## src/design/calendar_date_advance_assert.svh

```systemverilog
// Assertion macros used by the date block's datapath.
`ifndef CALENDAR_DATE_ADVANCE_ASSERT_SVH
`define CALENDAR_DATE_ADVANCE_ASSERT_SVH

// The consequent must hold in the same cycle as the antecedent.
`define CDA_ASSERT_SAME(lbl, clk, rstn, ante, cons, msg) \
    lbl: assert property (@(posedge clk) disable iff (!(rstn)) (ante) |-> (cons)) \
        else $error(msg);

// The consequent must hold in the cycle after the antecedent.
`define CDA_ASSERT_NEXT(lbl, clk, rstn, ante, cons, msg) \
    lbl: assert property (@(posedge clk) disable iff (!(rstn)) (ante) |=> (cons)) \
        else $error(msg);

`endif

```

## src/design/cda_pkg.sv

```systemverilog
// ----------------------------------------------------------------------------
// cda_pkg
// Types, codes and calendar helpers shared by the date advance block.
// ----------------------------------------------------------------------------
`default_nettype none

package cda_pkg;

    localparam int DAY_W        = 5;
    localparam int MONTH_W      = 4;
    localparam int YEAR_FIELD_W = 16;
    localparam int ADV_FIELD_W  = 16;
    localparam int Y400_W       = 9;

    localparam logic FUNC_LOAD    = 1'b0;
    localparam logic FUNC_ADVANCE = 1'b1;

    localparam logic [MONTH_W-1:0] MONTH_JAN = 4'd1;
    localparam logic [MONTH_W-1:0] MONTH_FEB = 4'd2;
    localparam logic [MONTH_W-1:0] MONTH_APR = 4'd4;
    localparam logic [MONTH_W-1:0] MONTH_JUN = 4'd6;
    localparam logic [MONTH_W-1:0] MONTH_SEP = 4'd9;
    localparam logic [MONTH_W-1:0] MONTH_NOV = 4'd11;
    localparam logic [MONTH_W-1:0] MONTH_DEC = 4'd12;

    localparam logic [DAY_W-1:0] DAY_FIRST = 5'd1;

    localparam logic [Y400_W-1:0] CYCLE_400     = 9'd400 - 9'd0;
    localparam logic [Y400_W-1:0] CYCLE_LAST    = 9'd399;
    localparam logic [Y400_W-1:0] CENTURY_ONE   = 9'd100;
    localparam logic [Y400_W-1:0] CENTURY_TWO   = 9'd200;
    localparam logic [Y400_W-1:0] CENTURY_THREE = 9'd300;

    // A loaded year is split as 16 * hi + lo, so its remainder modulo 400 is
    // 16 * (hi mod 25) + lo. The quotient hi / 25 comes from a reciprocal
    // multiply that is exact for every 12-bit hi.
    localparam int               YLO_W       = 4;
    localparam int               YHI_W       = YEAR_FIELD_W - YLO_W;
    localparam int               DIV25_SHIFT = 16;
    localparam logic [YHI_W-1:0] DIV25_MUL   = 12'd2622;
    localparam logic [4:0]       DIV25       = 5'd25;

    typedef struct packed {
        logic                    func;
        logic [DAY_W-1:0]        load_day;
        logic [MONTH_W-1:0]      load_month;
        logic [YEAR_FIELD_W-1:0] load_year;
        logic [ADV_FIELD_W-1:0]  advance_days;
    } t_in;

    typedef struct packed {
        logic [DAY_W-1:0]        cur_day;
        logic [MONTH_W-1:0]      cur_month;
        logic [YEAR_FIELD_W-1:0] cur_year;
        logic                    bad_date;
    } t_out;

    typedef enum logic [1:0] {
        S_IDLE,
        S_MOD,
        S_ADV,
        S_FINISH
    } t_state;

    typedef struct packed {
        logic load_start;
        logic adv_start;
        logic mod_step;
        logic adv_step;
        logic out_load;
    } t_cmd;

    typedef struct packed {
        logic bad;
        logic mod_last;
        logic carry;
        logic out_free;
    } t_stat;

    // Leap test from the year's remainder modulo 400.
    function automatic logic is_leap(input logic [Y400_W-1:0] y400);
        logic four;
        logic century;
        four    = (y400[1:0] == 2'b00);
        century = (y400 == CENTURY_ONE) || (y400 == CENTURY_TWO) ||
                  (y400 == CENTURY_THREE);
        return four && !century;
    endfunction

    function automatic logic [DAY_W-1:0] month_len(input logic [MONTH_W-1:0] m,
                                                   input logic leap);
        logic [DAY_W-1:0] len;
        case (m)
            MONTH_APR, MONTH_JUN, MONTH_SEP, MONTH_NOV: len = 5'd30;
            MONTH_FEB: len = leap ? 5'd29 : 5'd28;
            default: len = 5'd31;
        endcase
        return len;
    endfunction

endpackage

`default_nettype wire

```

## src/design/cda_ctrl.sv

```systemverilog
// ----------------------------------------------------------------------------
// cda_ctrl
// Sequencer for the date block: load remainder pass, month stepping, result.
// ----------------------------------------------------------------------------
`default_nettype none

module cda_ctrl
    import cda_pkg::*;
(
    input  wire   i_clk,
    input  wire   i_rst_n,
    input  wire   i_in_valid,
    input  wire   i_func,
    input  t_stat i_stat,
    output logic  o_in_ready,
    output t_cmd  o_cmd
);

    t_state r_state;
    t_state n_state;

    always_ff @(posedge i_clk) begin
        if (!i_rst_n) begin
            r_state <= S_IDLE;
        end else begin
            r_state <= n_state;
        end
    end

    always_comb begin
        n_state    = r_state;
        o_in_ready = 1'b0;
        o_cmd      = '0;
        case (r_state)
            S_IDLE: begin
                o_in_ready = 1'b1;
                if (i_in_valid) begin
                    if (i_func == FUNC_LOAD) begin
                        o_cmd.load_start = 1'b1;
                        n_state          = S_MOD;
                    end else begin
                        o_cmd.adv_start = 1'b1;
                        // A badly formed date is returned unchanged.
                        n_state = i_stat.bad ? S_FINISH : S_ADV;
                    end
                end
            end
            S_MOD: begin
                o_cmd.mod_step = 1'b1;
                if (i_stat.mod_last) begin
                    n_state = S_FINISH;
                end
            end
            S_ADV: begin
                o_cmd.adv_step = 1'b1;
                if (!i_stat.carry) begin
                    n_state = S_FINISH;
                end
            end
            S_FINISH: begin
                if (i_stat.out_free) begin
                    o_cmd.out_load = 1'b1;
                    n_state        = S_IDLE;
                end
            end
            default: begin
                n_state = S_IDLE;
            end
        endcase
    end

endmodule

`default_nettype wire

```

## src/design/cda_dpath.sv

```systemverilog
// ----------------------------------------------------------------------------
// cda_dpath
// Date registers, remainder-by-400 unit, month stepper and result register.
// ----------------------------------------------------------------------------
`default_nettype none

module cda_dpath
    import cda_pkg::*;
#(
    parameter int YEAR_BITS    = 16,
    parameter int ADVANCE_BITS = 16
) (
    input  wire   i_clk,
    input  wire   i_rst_n,
    input  t_in   i_in_data,
    input  t_cmd  i_cmd,
    input  wire   i_out_ready,
    output t_stat o_stat,
    output logic  o_out_valid,
    output t_out  o_out_data
);

    localparam int LOAD_BITS = (YEAR_BITS < YEAR_FIELD_W) ? YEAR_BITS : YEAR_FIELD_W;
    localparam int EFF_BITS  = (ADVANCE_BITS < ADV_FIELD_W) ? ADVANCE_BITS : ADV_FIELD_W;
    localparam int ACC_W     = EFF_BITS + 1;
    localparam int PROD_W    = 2 * YHI_W;
    localparam int QUO_W     = PROD_W - DIV25_SHIFT;

    logic [DAY_W-1:0]     r_day;
    logic [MONTH_W-1:0]   r_month;
    logic [YEAR_BITS-1:0] r_year;
    logic                 r_bad;
    logic [Y400_W-1:0]    r_y400;
    logic [ACC_W-1:0]     r_acc;
    logic [QUO_W-1:0]     r_quo;
    logic                 r_phase;
    logic                 r_out_valid;
    t_out                 r_out;

    logic [DAY_W-1:0]        len;
    logic                    carry;
    logic [YEAR_FIELD_W-1:0] year_ext;
    logic [YHI_W-1:0]        year_hi;
    logic [PROD_W-1:0]       quo_prod;
    logic [YHI_W-1:0]        rem_hi;
    logic [Y400_W-1:0]       y400_load;
    logic                    load_bad;
    logic                    adv_legal;
    logic                    rem_done;
    logic                    acc_step;
    logic                    out_good;

    assign len   = month_len(r_month, is_leap(r_y400));
    assign carry = (r_acc > ACC_W'(len));

    // The freshly loaded year sits in r_year while the remainder is built: the
    // first step takes the quotient by 25 into r_quo, the second the remainder.
    assign year_ext  = YEAR_FIELD_W'(r_year[LOAD_BITS-1:0]);
    assign year_hi   = year_ext[YEAR_FIELD_W-1:YLO_W];
    assign quo_prod  = PROD_W'(year_hi) * PROD_W'(DIV25_MUL);
    assign rem_hi    = year_hi - YHI_W'(r_quo) * YHI_W'(DIV25);
    assign y400_load = {rem_hi[Y400_W-YLO_W-1:0], year_ext[YLO_W-1:0]};

    assign load_bad = (i_in_data.load_day == '0) || (i_in_data.load_month == '0) ||
                      (i_in_data.load_month > MONTH_DEC);

    always_ff @(posedge i_clk) begin
        if (!i_rst_n) begin
            r_day   <= DAY_FIRST;
            r_month <= MONTH_JAN;
            r_year  <= '0;
            r_bad   <= 1'b0;
            r_y400  <= '0;
        end else begin
            if (i_cmd.load_start) begin
                r_day   <= i_in_data.load_day;
                r_month <= i_in_data.load_month;
                r_year  <= YEAR_BITS'(i_in_data.load_year);
                r_bad   <= load_bad;
                r_y400  <= '0;
            end else if (i_cmd.mod_step) begin
                if (r_phase) begin
                    r_y400 <= y400_load;
                end
            end else if (i_cmd.adv_step) begin
                if (carry) begin
                    if (r_month == MONTH_DEC) begin
                        r_month <= MONTH_JAN;
                        r_year  <= r_year + 1'b1;
                        if (r_year == '1) begin
                            r_y400 <= '0;
                        end else if (r_y400 == CYCLE_LAST) begin
                            r_y400 <= '0;
                        end else begin
                            r_y400 <= r_y400 + 1'b1;
                        end
                    end else begin
                        r_month <= r_month + 1'b1;
                    end
                end else begin
                    r_day <= r_acc[DAY_W-1:0];
                end
            end
        end
    end

    always_ff @(posedge i_clk) begin
        if (i_cmd.load_start) begin
            r_phase <= 1'b0;
        end else if (i_cmd.mod_step) begin
            r_phase <= !r_phase;
            if (!r_phase) begin
                r_quo <= quo_prod[PROD_W-1:DIV25_SHIFT];
            end
        end
        if (i_cmd.adv_start) begin
            r_acc <= ACC_W'(r_day) + ACC_W'(i_in_data.advance_days[EFF_BITS-1:0]);
        end else if (i_cmd.adv_step && carry) begin
            r_acc <= r_acc - ACC_W'(len);
        end
    end

    always_ff @(posedge i_clk) begin
        if (!i_rst_n) begin
            r_out_valid <= 1'b0;
        end else if (i_cmd.out_load) begin
            r_out_valid <= 1'b1;
        end else if (i_out_ready) begin
            r_out_valid <= 1'b0;
        end
    end

    always_ff @(posedge i_clk) begin
        if (i_cmd.out_load) begin
            r_out.cur_day   <= r_day;
            r_out.cur_month <= r_month;
            r_out.cur_year  <= YEAR_FIELD_W'(r_year);
            r_out.bad_date  <= r_bad;
        end
    end

    assign o_stat.bad      = r_bad;
    assign o_stat.mod_last = r_phase;
    assign o_stat.carry    = carry;
    assign o_stat.out_free = !r_out_valid || i_out_ready;
    assign o_out_valid     = r_out_valid;
    assign o_out_data      = r_out;

    assign adv_legal = (r_month != '0) && (r_month <= MONTH_DEC) && !r_bad;
    assign rem_done  = i_cmd.mod_step && r_phase;
    assign acc_step  = i_cmd.adv_step && carry;
    assign out_good  = i_cmd.out_load && !r_bad;

`include "calendar_date_advance_assert.svh"

    `CDA_ASSERT_SAME(a_adv_month_legal, i_clk, i_rst_n, i_cmd.adv_step, adv_legal, "bad month")
    `CDA_ASSERT_NEXT(a_rem_below_400, i_clk, i_rst_n, rem_done, r_y400 < CYCLE_400, "bad remainder")
    `CDA_ASSERT_NEXT(a_acc_shrinks, i_clk, i_rst_n, acc_step, r_acc < $past(r_acc), "count grew")
    `CDA_ASSERT_SAME(a_day_nonzero, i_clk, i_rst_n, out_good, r_day != '0, "well formed date has day zero")

endmodule

`default_nettype wire

```

## src/design/calendar_date_advance.sv

```systemverilog
// Gregorian date register with load and advance.
// Input channel (i_in_valid / o_in_ready, payload i_in_data): one beat is a
// load (func 0) or an advance by a day count (func 1). Output channel
// (o_out_valid / i_out_ready, payload o_out_data): one beat per input beat,
// holding the date and the bad flag after that item, in order.
// A load's result waits for the year's remainder modulo 400, which drives the
// leap test: a reciprocal multiply registered in r_quo, then a multiply-subtract
// into r_y400.
// An advance's result waits while the month stepper subtracts one month length
// per cycle, once for each month carried; a full 16-bit count reaches about
// 2150 months. An advance on a bad date skips the month stepper and goes
// straight to the result.
// One item is worked at a time; the next beat is taken the cycle after the
// result is loaded, even while the previous result still waits in the
// output register.
// A stalled receiver holds the finished result, and the next item then waits
// with its own result until the output register frees.
// After reset the date is day 1, month 1, year 0, not bad, and no result
// is pending.
// ----------------------------------------------------------------------------
// calendar_date_advance
// Top level: sequencer plus date datapath.
// ----------------------------------------------------------------------------
`default_nettype none

module calendar_date_advance
    import cda_pkg::*;
#(
    parameter int YEAR_BITS    = 16,
    parameter int ADVANCE_BITS = 16
) (
    input  wire  i_clk,
    input  wire  i_rst_n,
    input  wire  i_in_valid,
    output logic o_in_ready,
    input  t_in  i_in_data,
    output logic o_out_valid,
    input  wire  i_out_ready,
    output t_out o_out_data
);

    t_cmd  cmd;
    t_stat stat;

    cda_ctrl u_ctrl (
        .i_clk      (i_clk),
        .i_rst_n    (i_rst_n),
        .i_in_valid (i_in_valid),
        .i_func     (i_in_data.func),
        .i_stat     (stat),
        .o_in_ready (o_in_ready),
        .o_cmd      (cmd)
    );

    cda_dpath #(
        .YEAR_BITS    (YEAR_BITS),
        .ADVANCE_BITS (ADVANCE_BITS)
    ) u_dpath (
        .i_clk       (i_clk),
        .i_rst_n     (i_rst_n),
        .i_in_data   (i_in_data),
        .i_cmd       (cmd),
        .i_out_ready (i_out_ready),
        .o_stat      (stat),
        .o_out_valid (o_out_valid),
        .o_out_data  (o_out_data)
    );

endmodule

`default_nettype wire
```

## config.mk

```make
export PLATFORM = sky130hd
export DESIGN_NAME = calendar_date_advance
export DESIGN_NICKNAME = d
export VERILOG_FILES = /design/src/design/cda_pkg.sv /design/src/design/cda_ctrl.sv /design/src/design/cda_dpath.sv /design/src/design/calendar_date_advance.sv
export VERILOG_INCLUDE_DIRS = /design/src /design/src/design
export SDC_FILE = /design/constraint.sdc
export NUM_CORES = 1
export LEC_CHECK = 0
export ABC_AREA = 1
export BUFFER_PORTS_ARGS = -buffer_cell sky130_fd_sc_hd__buf_2
export CORE_MARGIN = 5
export CORE_UTILIZATION = 55
export CTS_CLUSTER_SIZE = 28
export DETAILED_ROUTE_END_ITERATION = 16
export HOLD_SLACK_MARGIN = 0.05
export PLACE_DENSITY = 0.75
export SETUP_SLACK_MARGIN = 0.4
export SYNTH_ARGS = -nofsm -noshare
export SYNTH_HDL_FRONTEND = slang
export SYNTH_HIERARCHICAL = 1
export SYNTH_SLANG_ARGS = --single-unit
```

## constraint.sdc

```tcl
create_clock -name i_clk -period 6 [get_ports i_clk]
set_input_delay 0.3 -clock i_clk [delete_from_list [all_inputs] [get_ports i_clk]]
set_output_delay 0.3 -clock i_clk [all_outputs]
set_load 0.03 [all_outputs]
```

==> report_table.html <==
<table>
<tr><th>Metric</th><th>Value</th></tr>
<tr><th colspan="2">Global route</th></tr>
<tr><td>Via count of the first global-routing pass</td><td>6644</td></tr>
<tr><td>GR Overflow Total</td><td>0</td></tr>
<tr><td>Number of antenna violations at the first check in global routing</td><td>0</td></tr>
<tr><td>Wire length of the first global-routing pass</td><td>31800 um</td></tr>
<tr><td>Total GRT Usage</td><td>22.0%</td></tr>
<tr><td>Largest net degree at the start of global routing</td><td>30</td></tr>
<tr><th colspan="2">Timing</th></tr>
<tr><td>Crit path time final</td><td>4560 ps</td></tr>
<tr><td>RSZ-0062 raised after global routing</td><td>no</td></tr>
<tr><td>Slew @ Worst Pin</td><td>1190 ps</td></tr>
<tr><td>Endpoints failing hold</td><td>0</td></tr>
<tr><td>Worst slew margin relative to its limit</td><td>20.6%</td></tr>
<tr><td>Final critical-path share of the clock period</td><td>75.9%</td></tr>
<tr><td>Sum of negative setup slack</td><td>0 ps</td></tr>
<tr><td>Maximum clock frequency</td><td>220 MHz</td></tr>
<tr><td>Post-route clock skew</td><td>7.61 ps</td></tr>
<tr><td>Max-slew violation count</td><td>0</td></tr>
<tr><td>Final-report setup violation count</td><td>0</td></tr>
<tr><th colspan="2">Clocking</th></tr>
<tr><td>CTS Root Buffer Type</td><td>sky130_fd_sc_hd__clkbuf_16</td></tr>
<tr><td>Maximum number of buffers from clock root to sink</td><td>2</td></tr>
<tr><td>Number of hold buffers added after cts</td><td>0</td></tr>
<tr><td>CTS H-tree lvls</td><td>3</td></tr>
<tr><td>Post-CTS resize count</td><td>0</td></tr>
<tr><td>Clk_lat worst skew</td><td>350 ps</td></tr>
<tr><td>Number of buffers created by CTS</td><td>9</td></tr>
<tr><td>TritonCTS clock tree</td><td>built</td></tr>
<tr><td>Clock transition at the register clock pins on the worst setup and hold paths after CTS</td><td>70 ps</td></tr>
<tr><td>Setup Buffers After CTS</td><td>0</td></tr>
<tr><td>Number of sinks driven by the clock tree</td><td>87</td></tr>
<tr><th colspan="2">Run</th></tr>
<tr><td>Max cap viols</td><td>0</td></tr>
<tr><th colspan="2">Placement</th></tr>
<tr><td>Placed cell areas</td><td>0.00873 mm2</td></tr>
<tr><td>Weighted congestion at the end of routability-driven global placement</td><td>0.931</td></tr>
<tr><td>DPL Wire Length</td><td>15000 um</td></tr>
<tr><td>Total of buffers placed on input and output ports</td><td>73</td></tr>
<tr><th colspan="2">Critical path</th></tr>
<tr><td>Cell seen most often among critical-path stages</td><td>sky130_fd_sc_hd__nand2_1</td></tr>
<tr><td>Library cell contributing the largest single delay on the critical path</td><td>sky130_fd_sc_hd__dfxtp_1</td></tr>
<tr><td>Cells along the critical path</td><td>fa_1 -&gt; ha_1 -&gt; inv_1 -&gt; fa_1 -&gt; inv_1 -&gt; fa_1 -&gt; inv_1 -&gt; fa_1 -&gt; inv_1 -&gt; ha_1 -&gt; nand2_1 -&gt; nor4_1 -&gt; nand2_1 -&gt; nand2_1 -&gt; nand2_1 -&gt; nand3_1 -&gt; nand2_1</td></tr>
<tr><td>Crit. End Element</td><td>flip-flop</td></tr>
<tr><td>Setup Crit Path Kind</td><td>reg2reg</td></tr>
<tr><td>Arrival time of data at the critical path endpoint</td><td>4670 ps</td></tr>
<tr><td>Endpoint required time on the critical path</td><td>6110 ps</td></tr>
<tr><td>Top fanout value on the critical path</td><td>11</td></tr>
<tr><td>Longest individual stage delay on the worst path</td><td>680 ps</td></tr>
<tr><td>Crit start category</td><td>flip-flop</td></tr>
<tr><th colspan="2">Detailed routing</th></tr>
<tr><td>Initial detailed-routing violation count</td><td>469</td></tr>
<tr><td>TritonRoute pass-1 iters</td><td>7</td></tr>
<tr><td>Total DRC errors in the routed layout</td><td>0</td></tr>
<tr><td>Sum of routed wire length over all layers</td><td>19100 um</td></tr>
<tr><td>Total via count in the routed design</td><td>6977</td></tr>
<tr><td>Detail-routed net length per standard cell</td><td>14.4 um</td></tr>
<tr><td>Vias per Instance</td><td>5.27</td></tr>
<tr><td>Antenna-violating nets left</td><td>0</td></tr>
<tr><th colspan="2">Yosys</th></tr>
<tr><td>Share of async-settable or async-resettable flops after synthesis</td><td>0%</td></tr>
<tr><td>Register area share after synthesis</td><td>27.0%</td></tr>
<tr><td>Library cell with the largest summed area after synthesis</td><td>sky130_fd_sc_hd__edfxtp_1</td></tr>
<tr><td>Commonest register cell after synthesis</td><td>sky130_fd_sc_hd__edfxtp_1</td></tr>
<tr><td>Yosys top cell area share</td><td>17.5%</td></tr>
<tr><td>Post-Synthesis Net Count</td><td>1269</td></tr>
<tr><td>Syn avg cell area</td><td>7.68 um2</td></tr>
<tr><td>Total of flip-flops plus latches after synthesis</td><td>87</td></tr>
<tr><td>Most numerous cell in the Yosys netlist</td><td>sky130_fd_sc_hd__nand2_1</td></tr>
<tr><td>Post-synth EDFFs</td><td>48</td></tr>
<tr><td>Warnings, synthesis</td><td>6</td></tr>
<tr><td>Distinct cell type count of the synthesized netlist</td><td>42</td></tr>
<tr><td>Top cells by area, synth</td><td>sky130_fd_sc_hd__edfxtp_1 (17%), sky130_fd_sc_hd__ha_1 (16%), sky130_fd_sc_hd__nand2_1 (12%)</td></tr>
<tr><td>Most numerous cell types in the synthesized netlist</td><td>sky130_fd_sc_hd__nand2_1 (253), sky130_fd_sc_hd__inv_1 (187), sky130_fd_sc_hd__ha_1 (105), sky130_fd_sc_hd__nor2_1 (89), sky130_fd_sc_hd__nand3_1 (78)</td></tr>
<tr><td>Synthesized instance count</td><td>1074</td></tr>
<tr><td>Combined area of all synthesized cells</td><td>0.00824 mm2</td></tr>
<tr><th colspan="2">Die</th></tr>
<tr><td>Horizontal extent of the die</td><td>132 um</td></tr>
<tr><td>Cell Rows</td><td>44</td></tr>
<tr><td>Ports</td><td>74</td></tr>
<tr><td>Area of the core</td><td>0.0146 mm2</td></tr>
<tr><td>Initial cell density of the core</td><td>56.3%</td></tr>
<tr><td>Die area</td><td>0.0175 mm2</td></tr>
<tr><td>Height of the die</td><td>132 um</td></tr>
<tr><th colspan="2">Cells and area</th></tr>
<tr><td>Fraction of final layout cells sized beyond drive strength 1</td><td>10.3%</td></tr>
<tr><td>N_diodes</td><td>0</td></tr>
<tr><td>Core occupancy in the finished layout</td><td>61.8%</td></tr>
<tr><td>Number of inserted filler cells in the final layout</td><td>1309</td></tr>
<tr><td>Cell area after layout</td><td>0.00905 mm2</td></tr>
<tr><td>Layout overhead on the synthesized area</td><td>9.74%</td></tr>
<tr><td>Count of nets after finishing</td><td>1331</td></tr>
<tr><th colspan="2">Power and ir drop</th></tr>
<tr><td>Ratio of total power to cell area</td><td>296 mW/mm2</td></tr>
<tr><td>Worst voltage drop across the vdd grid</td><td>0.000178 V</td></tr>
<tr><td>Static leakage</td><td>4.76 nW</td></tr>
<tr><th colspan="2">Hold path</th></tr>
<tr><td>Min-Delay Path Class</td><td>in2reg</td></tr>
<tr><th colspan="2">Outcome</th></tr>
<tr><td>Outcome</td><td>completed</td></tr>
</table>
## path summary, 6_finish.rpt
kind | end | depth (start not counted) | slack (ps) | startpoint
worst max-delay path | u_dpath/r_quo[2] | 17 | 1440 | u_dpath/r_year[13]
worst min-delay path | u_dpath/r_day[0] | 3 | 210 | i_in_data[36]
worst max register to register | u_dpath/r_quo[2] | 17 | 1440 | u_dpath/r_year[13]
worst min register to register | u_dpath/o_out_data[0] | 0 | 460 | u_dpath/r_bad
## layer usage
metal	GRT usage, %	wire, um	vias to the layer above
met1	28.4	8570	3205
met4	6.99	293	0
met3	2.32	807	22
met2	38.8	9440	182
li1	-	-	3568
met5	0	0	-
## sequential cells by signal, summed over array words and instances, names as in the netlist
signal and cells:
u_dpath/r_month 4, u_dpath/o_out_valid 1, u_dpath/r_y400 9, u_dpath/o_out_data 26
u_dpath/r_quo 5, u_dpath/r_year 16, u_ctrl/r_state 2, u_dpath/r_phase 1
u_dpath/r_day 5, u_dpath/r_bad 1, u_dpath/r_acc 17
## report_power, final
group | switching [mW] | leakage (nW) | internal, mW
Sequential | 0.128 | 0.767 | 0.809
Clock | 0.249 | 0.152 | 0.345
Combinational | 0.742 | 3.84 | 0.401
Total | 1.12 | 4.76 | 1.56
## worst max-delay path: cells and delay by family, from the launching register on
family / cells / cell delay (ps)
adder cells (fa/ha/maj): 6 / 2650
flip-flops: 1 / 680
buffers and inverters: 4 / 190
AND/OR/NAND/NOR: 7 / 800
## stage by stage
stage	hold WS (ps)	total power, mW	setup WS, ps	instances
finish	215	2.67	1440	1325
global route	243	2.89	1160	1325
CTS	206	2.68	1460	1325
detailed placement	443	2.08	1470	1309
global placement	450	2.05	1540	1309
floorplan	403	1.81	1750	1074
## final cells by class
cell class | instances | area, um2 | share of cell area (%)
clock buffers | 12 | 289 | 3.19
multi-input cells | 775 | 5180 | 57.3
clock inverters | 4 | 32.5 | 0.360
flip-flops and latches | 87 | 2220 | 24.6
inverters | 187 | 702 | 7.76
repair buffers | 76 | 388 | 4.29
well taps | 184 | 230 | 2.54
## logic make-up after synthesis
group | share of synthesized area [%]
DFF | 27.0
buffers and inverters | 10.2
and+or+nand+nor | 25.0
adders and majority gates | 26.6
xor gates and xnor gates | 3.19
AOI/OAI and AO/OA | 7.86
muxes | 0.121
## cell usage in the layout (no fill, tap or decap), types with 2 or more instances in the layout
cell type / count
sky130_fd_sc_hd__nand3_1: 78
sky130_fd_sc_hd__buf_2: 73
sky130_fd_sc_hd__ha_1: 105
sky130_fd_sc_hd__nor4_1: 4
sky130_fd_sc_hd__nor3b_1: 2
sky130_fd_sc_hd__nand4_1: 13
sky130_fd_sc_hd__clkinvlp_4: 2
sky130_fd_sc_hd__inv_1: 187
sky130_fd_sc_hd__edfxtp_1: 48
sky130_fd_sc_hd__o211ai_1: 3
sky130_fd_sc_hd__nand2_1: 253
sky130_fd_sc_hd__a31oi_1: 3
sky130_fd_sc_hd__o21bai_1: 3
sky130_fd_sc_hd__nand2_2: 5
sky130_fd_sc_hd__buf_4: 3
sky130_fd_sc_hd__clkbuf_16: 11
sky130_fd_sc_hd__a22oi_1: 4
sky130_fd_sc_hd__nor3_1: 9
sky130_fd_sc_hd__fa_1: 44
sky130_fd_sc_hd__nor2_2: 5
sky130_fd_sc_hd__dfxtp_1: 39
sky130_fd_sc_hd__o21ai_0: 48
sky130_fd_sc_hd__nor2_1: 89
sky130_fd_sc_hd__o22ai_1: 3
sky130_fd_sc_hd__nand2_4: 2
sky130_fd_sc_hd__nand3_2: 3
sky130_fd_sc_hd__a21oi_1: 51
sky130_fd_sc_hd__xor2_1: 18
sky130_fd_sc_hd__xnor2_1: 12
sky130_fd_sc_hd__nand3b_1: 4
sky130_fd_sc_hd__or2_2: 4
(Power assumes the default switching activity.)
